[src/design/homogeneous_vertex_transform_core_defines.svh]
// Assertion macros for the vertex transform core
`ifndef HOMOGENEOUS_VERTEX_TRANSFORM_CORE_DEFINES_SVH
`define HOMOGENEOUS_VERTEX_TRANSFORM_CORE_DEFINES_SVH

// a condition on one edge implies a consequence on the next edge
`define HVT_ASSERT_NEXT(label, clk, rst_n, cond, cons, msg) \
    label: assert property (@(posedge clk) disable iff (!rst_n) (cond) |=> (cons)) \
        else $error(msg);

// a condition on one edge implies a consequence on the same edge
`define HVT_ASSERT_SAME(label, clk, rst_n, cond, cons, msg) \
    label: assert property (@(posedge clk) disable iff (!rst_n) (cond) |-> (cons)) \
        else $error(msg);

`endif

[src/design/hvt_pkg.sv]
package hvt_pkg;

    localparam logic [1:0] FUNC_WRITE = 2'd0;
    localparam logic [1:0] FUNC_VEC   = 2'd1;
    localparam logic [1:0] FUNC_POINT = 2'd2;

    localparam logic signed [31:0] Q_ONE   = 32'sh0001_0000;
    localparam logic signed [31:0] S32_MAX = 32'sh7FFF_FFFF;
    localparam logic signed [31:0] S32_MIN = -32'sh8000_0000;

    typedef struct packed {
        logic          load_vec;   // capture the input word
        logic          mat_wr;     // write one matrix element
        logic          mac;        // accumulate one product
        logic [1:0]    row;
        logic [1:0]    col;
        logic          acc_clr;
        logic          row_store;  // saturate accumulator into result row
        logic          div_start;  // start reciprocal
        logic          scale;      // multiply one numerator by reciprocal
        logic [1:0]    scale_idx;
        logic          scale_store;
        logic          out_fire;
    } t_cmd;

    typedef struct packed {
        logic          div_done;
        logic          den_zero;
    } t_status;

    function automatic logic signed [31:0] sat32(input logic signed [65:0] v,
                                                 output logic f);
        f = 1'b0;
        if (v > 66'(S32_MAX)) begin
            f = 1'b1;
            return S32_MAX;
        end else if (v < 66'(S32_MIN)) begin
            f = 1'b1;
            return S32_MIN;
        end
        return v[31:0];
    endfunction

endpackage

[src/design/hvt_ctrl.sv]
module hvt_ctrl (
    input  logic            i_clk,
    input  logic            i_rst_n,
    input  logic            i_start,
    input  logic [1:0]      i_func,
    input  hvt_pkg::t_status i_status,
    output hvt_pkg::t_cmd   o_cmd,
    output logic            o_busy
);

    typedef enum logic [2:0] {
        S_IDLE,
        S_MAC,
        S_ROWST,
        S_DIV,
        S_SCALE,
        S_SCST,
        S_OUT
    } t_state;

    t_state      r_state;
    logic [1:0]  r_func;
    logic [1:0]  r_row;
    logic [1:0]  r_col;
    logic [1:0]  r_sidx;

    always_ff @(posedge i_clk) begin
        if (!i_rst_n) begin
            r_state <= S_IDLE;
            r_func  <= hvt_pkg::FUNC_VEC;
            r_row   <= 2'd0;
            r_col   <= 2'd0;
            r_sidx  <= 2'd0;
        end else begin
            case (r_state)
                S_IDLE: begin
                    r_row <= 2'd0;
                    r_col <= 2'd0;
                    r_sidx <= 2'd0;
                    r_func <= i_func;
                    if (i_start && (i_func == hvt_pkg::FUNC_VEC ||
                                    i_func == hvt_pkg::FUNC_POINT)) begin
                        r_state <= S_MAC;
                    end
                end
                S_MAC: begin
                    r_col <= r_col + 2'd1;
                    if (r_col == 2'd3) begin
                        r_state <= S_ROWST;
                    end
                end
                S_ROWST: begin
                    r_row <= r_row + 2'd1;
                    if (r_row != 2'd3) begin
                        r_state <= S_MAC;
                    end else if (r_func == hvt_pkg::FUNC_POINT) begin
                        r_state <= S_DIV;
                    end else begin
                        r_state <= S_OUT;
                    end
                end
                S_DIV: begin
                    if (i_status.den_zero) begin
                        r_state <= S_OUT;
                    end else if (i_status.div_done) begin
                        r_state <= S_SCALE;
                    end
                end
                S_SCALE: r_state <= S_SCST;
                S_SCST: begin
                    r_sidx <= r_sidx + 2'd1;
                    r_state <= (r_sidx == 2'd2) ? S_OUT : S_SCALE;
                end
                S_OUT:   r_state <= S_IDLE;
                default: r_state <= S_IDLE;
            endcase
        end
    end

    always_comb begin
        o_cmd = '0;
        o_cmd.row = r_row;
        o_cmd.col = r_col;
        o_cmd.scale_idx = r_sidx;
        case (r_state)
            S_IDLE: begin
                o_cmd.load_vec = i_start;
                o_cmd.mat_wr = i_start && (i_func == hvt_pkg::FUNC_WRITE);
                o_cmd.acc_clr = 1'b1;
            end
            S_MAC:   o_cmd.mac = 1'b1;
            S_ROWST: begin
                o_cmd.row_store = 1'b1;
                o_cmd.acc_clr = 1'b1;
                o_cmd.div_start = (r_row == 2'd3) && (r_func == hvt_pkg::FUNC_POINT);
            end
            S_SCALE: o_cmd.scale = 1'b1;
            S_SCST:  o_cmd.scale_store = 1'b1;
            S_OUT:   o_cmd.out_fire = 1'b1;
            default: o_cmd = o_cmd;
        endcase
    end

    assign o_busy = (r_state != S_IDLE);

endmodule

[config.mk]
export PLATFORM = sky130hd
export DESIGN_NAME = hvt_ctrl
export DESIGN_NICKNAME = d
export VERILOG_FILES = /design/src/design/homogeneous_vertex_transform_core_defines.svh /design/src/design/hvt_pkg.sv /design/src/design/hvt_ctrl.sv
export SDC_FILE = /design/constraint.sdc
export NUM_CORES = 1
export LEC_CHECK = 0
export BUFFER_PORTS_ARGS = -buffer_cell sky130_fd_sc_hd__clkbuf_2
export CORE_MARGIN = 10
export CORE_UTILIZATION = 40
export CTS_CLUSTER_SIZE = 24
export DETAILED_ROUTE_END_ITERATION = 12
export PLACE_DENSITY = 0.69
export SETUP_SLACK_MARGIN = 0.02
export SLEW_MARGIN = 20
export SYNTH_ARGS = -nofsm -noshare
export SYNTH_HDL_FRONTEND = slang
export SYNTH_SLANG_ARGS = --single-unit
[constraint.sdc]
create_clock -name i_clk -period 1.75 [get_ports i_clk]
set_input_delay 0.175 -clock i_clk [delete_from_list [all_inputs] [get_ports i_clk]]
set_output_delay 0.175 -clock i_clk [all_outputs]
set_load 0.03 [all_outputs]
* Word-level counts from Yosys, hierarchy flattened
Cells that the tools add are included.
Cells by class: eq/ne operators 16, reductions and logical operators 12, add/sub/neg operators 3, multiplexer cells 18
Operators by type and width (count):
- 3-bit two-way mux | 6
- 3-bit one-hot mux with 6 select lines | 1
- 2-bit one-hot mux with 2 select lines | 3
- 2-bit equality test, second input constant | 5
- 3-bit equality test, second input constant | 3
- 2-bit by 1-bit adder with 2-bit output, second input constant | 3
- 3-bit by 2-bit equality test with 1-bit output, second input constant | 2
- 2-bit two-way mux | 3
- 2-bit inequality test, second input constant | 3
- 2-bit nonzero test | 3
- 1-bit two-way mux | 5
- 3-bit by 1-bit equality test with 1-bit output, second input constant | 1
- 1-bit logical AND | 3
- 3-bit logical NOT | 1
- 3-bit inequality test, second input constant | 1
- 3-bit AND reduction | 1
- 3-bit nonzero test | 1
- 2-bit by 1-bit equality test with 1-bit output, second input constant | 1
- 2-bit logical NOT | 1
- 2-bit OR reduction | 1
- 1-bit logical OR | 1
Word-level totals: flip-flop bits (word level) 11, output and inout bits 16, word-level logic and storage cells 54

* Longest topological paths before layout
depth after elaboration 5, mapped depth 6, gate-level depth less buffers 6

* Worst setup path before layout
No wires, ideal clock.
path type register to output, start point register r_row[0], end point output port o_cmd[5] in the netlist's numbering, arrival time 1.301 ns, data required time 1.575 ns, stages on the path, launching flop included 4, setup slack 0.274 ns, path buffers 0, path through dfxtp_1 ha_1 nand4bb_1 nor2_1
RTL lines:
- from (decl) | RTL line hvt_ctrl.sv:23 | logic [1:0] r_row;
- from (signal assigned) | RTL line hvt_ctrl.sv:53 | r_row <= r_row + 2'd1;
- to (decl) | RTL line hvt_ctrl.sv:7 | output hvt_pkg::t_cmd o_cmd,

==> results by group <==
Clock network
  – Postcts setup bufs: 0
  – CTS Root Cell: clkbuf_4
  – CTS tree: built
  – PostCTS Resize Cnt: 0
  – Clk Latency, worst-skew pair: 280 ps
  – Inserted Clock Buffers: 3
  – CTS clock-pin slew for the worst setup and hold paths: 80 ps
  – # H-tree levels: 1
  – CTS sink cnt: 11
  – CTS Buffer Depth: 2
  – Post-CTS Hold Buffers: 0

STA
  – Setup TNS: 0 ps
  – Tcrit/Tclk final: between 80% and 90%
  – Tmin final: 1500 ps
  – Count of pins over their slew limit: 0
  – Clock skew: 8.47 ps
  – Unrepaired setup endpoints after global routing: no
  – Setup violators final: 0
  – Fin. Hold Viols: 0
  – FMAX: between 600 and 700 MHz
  – Slew HR: 79.0%
  – Least-Margin Pin Slew: about 320 ps

Worst setup path
  – Crit path cell chain: nor3_4 -> and3_1 -> clkbuf_2
  – R2R Path Start: r_state[2]$_SDFFE_PN0P_
  – R2R Path End: r_state[0]$_SDFFE_PN0P_
  – WP data required: around 1600 ps
  – CP Buf/Inv Count: 1
  – R2R depth: 4
  – CP Class: reg -> out
  – Startpoint Class: flop
  – Critical path data arrival time: 1330 ps
  – Critical path's slowest cell: dfxtp_2
  – Worst stage delay on the critical path: 410 ps
  – Stages on the worst setup path: 3
  – Slack of the worst reg-to-reg path: 480 ps
  – Crit path max fanout: 14
  – Family with the most delay on the worst path: simple AND/OR/NAND/NOR gates
  – CP endpoint kind: primary output

Logic synthesis
  – Syn_nets: 94
  – Synth Cell Area: 668 sq um
  – Distinct cells, synth: 27
  – Top cells by area, synth: dfxtp_1 33%, ha_1 7.5%, a21boi_1 5.6%, nand2_1 5.1%, and2_1 4.7%
  – Synth top area share: roughly a third
  – Average size of a mapped cell: 8.05 sq um
  – Ys Warns: 0
  – Area leader, netlist: dfxtp_1
  – Flops & latches, synth: 11
  – Sequential element share of the synthesized area: between 30% and 40%
  – Gate count of the mapped netlist: 83

Detailed routing
  – Total number of vias: between 600 and 700
  – Drt drc: 0
  – Via density: 5.21
  – Pre-Repair DR Iteration Count: 4
  – Routed WL per cell: 12.6 um
  – Initial DRC count: 11
  – ANT nets after route: 0
  – Routed WL: 1510 um

Global route
  – Largest net degree at the start of global routing: 19
  – Total track usage: 9.12%
  – First-pass GRT wire length: 2620 um
  – Initial antenna violation count: 0
  – GR Overflow Total: 0
  – Vias in the first global route: 584

Floorplan
  – Starting Density: 43.3%
  – Core area: 1540 sq um
  – I/O Pins: 23
  – Die W: 60.9 um
  – Row count: 14
  – Total die area: around 3700 sq um
  – Die height: 60.9 um

Placed design
  – GP Congestion: around 0.68
  – IO buf count: 22
  – HPWL after DPL: roughly 1200 um

Pwr
  – PD cells: slightly above 700 nW/um^2
  – VDD IR-drop max: between 0.0004 and 0.0005 V
  – Total power: 0.000577 W
  – Leakage: 0.378 nW

Min path
  – Worst Hold Launch: i_func[1]
  – Min-Delay Path Class: in -> reg
  – Hold Path End: r_func[1]$_SDFFE_PN0P_
  – Hold-critical path depth: 3

Layout
  – Final Util: 51.5%
  – Final net count: 116
  – FILL cells: around 160
  – Ant. Diodes: 0
  – Commonest non-fill, non-tap cell in the layout: clkbuf_2
  – Synthesis-to-finish area growth: 18.7%
  – Layout cell share with drive strength beyond 1: 29.8%
  – Commonest non-fill, non-tap cells in the layout: 22 x clkbuf_2, 9 x nand2_1, 8 x dfxtp_1, 6 x nand3_1

Status
  – Outcome: completed

Job
  – # Max-Cap Violations: 0
worst max-delay path by stage:
stage,startpoint,end,slack [ps]
after CTS,r_state[0]$_SDFFE_PN0P_,o_cmd[1],70
after global routing,r_row[0]$_SDFFE_PN0P_,o_cmd[5],110
final,r_state[2]$_SDFFE_PN0P_,o_cmd[13],250
after floorplan,r_row[0]$_SDFFE_PN0P_,o_cmd[5],270
after global placement,r_state[1]$_SDFFE_PN0P_,r_state[0]$_SDFFE_PN0P_,420
after detailed placement,r_state[0]$_SDFFE_PN0P_,r_state[0]$_SDFFE_PN0P_,370
metrics by stage:
stage | hold WS [ps] | setup slack, ps | area [sq um] | std cells
CTS | 132 | 74.0 | 783 | 120
finish | 128 | 249 | 793 | 120
global placement | 424 | 417 | 757 | 116
global route | 134 | 108 | 793 | 120
floorplan | 310 | 274 | 668 | 83
detailed placement | 425 | 373 | 757 | 116
registers in the layout, summed over array words and instances, names as in the netlist:
register,flops
r_row,2
r_func,2
r_col,2
r_sidx,2
r_state,3
per-layer routing:
layer  up-vias  global-route usage [%]  share of wire, %  wire [um]
met2        11                    14.0                50        750
met1       286                    10.1                41        623
met4         0                    3.76               1.5         23
li1        324                       -                 -          -
met5         -                       0                 0          0
met3         4                    5.22               7.4        111
area by class of cell:
class	count	area, sq um	area share [%]
clock buffer	4	26.3	3.31
tap	16	20.0	2.52
timing repair buffer	22	110	13.9
inverter	6	22.5	2.84
multi-input combinational	61	390	49.2
sequential	11	224	28.2
synth_stat cells, drive strengths merged:
master   count
dfxtp       11
nand2        9
o21ai        7
a21boi       6
inv          6
nand3        6
nor2         6
and2         5
buf          4
ha           4
nand2b       3
nand3b       3
o211ai       3
a21oi        2
and3         1
and4b        1
clkbuf       1
nand4bb      1
nor2b        1
nor3         1
o21a         1
or3b         1
power breakdown:
part	switching, W	leakage, nW	total (W)	internal [W]
combinational	0.0000711	0.273	0.000115	0.0000444
sequential	0.0000199	0.0908	0.000282	0.000262
clock	0.0000917	0.0150	0.000180	0.0000885
total	0.000183	0.378	0.000577	0.000395
kinds of logic after synthesis:
kind of cell,synth area share [%]
buf+inv,9.55
compound gates,18.0
flops,33.0
simple gates,32.0
fa+ha+maj,7.49
worst min-delay path, delay by kind of cell:
family	cells	cell delay [ps]
AOI/OAI and AO/OA	1	50
buffers and inverters	1	90
and+or+nand+nor	1	50
Note: power is estimated with default switching activity, not from simulation.
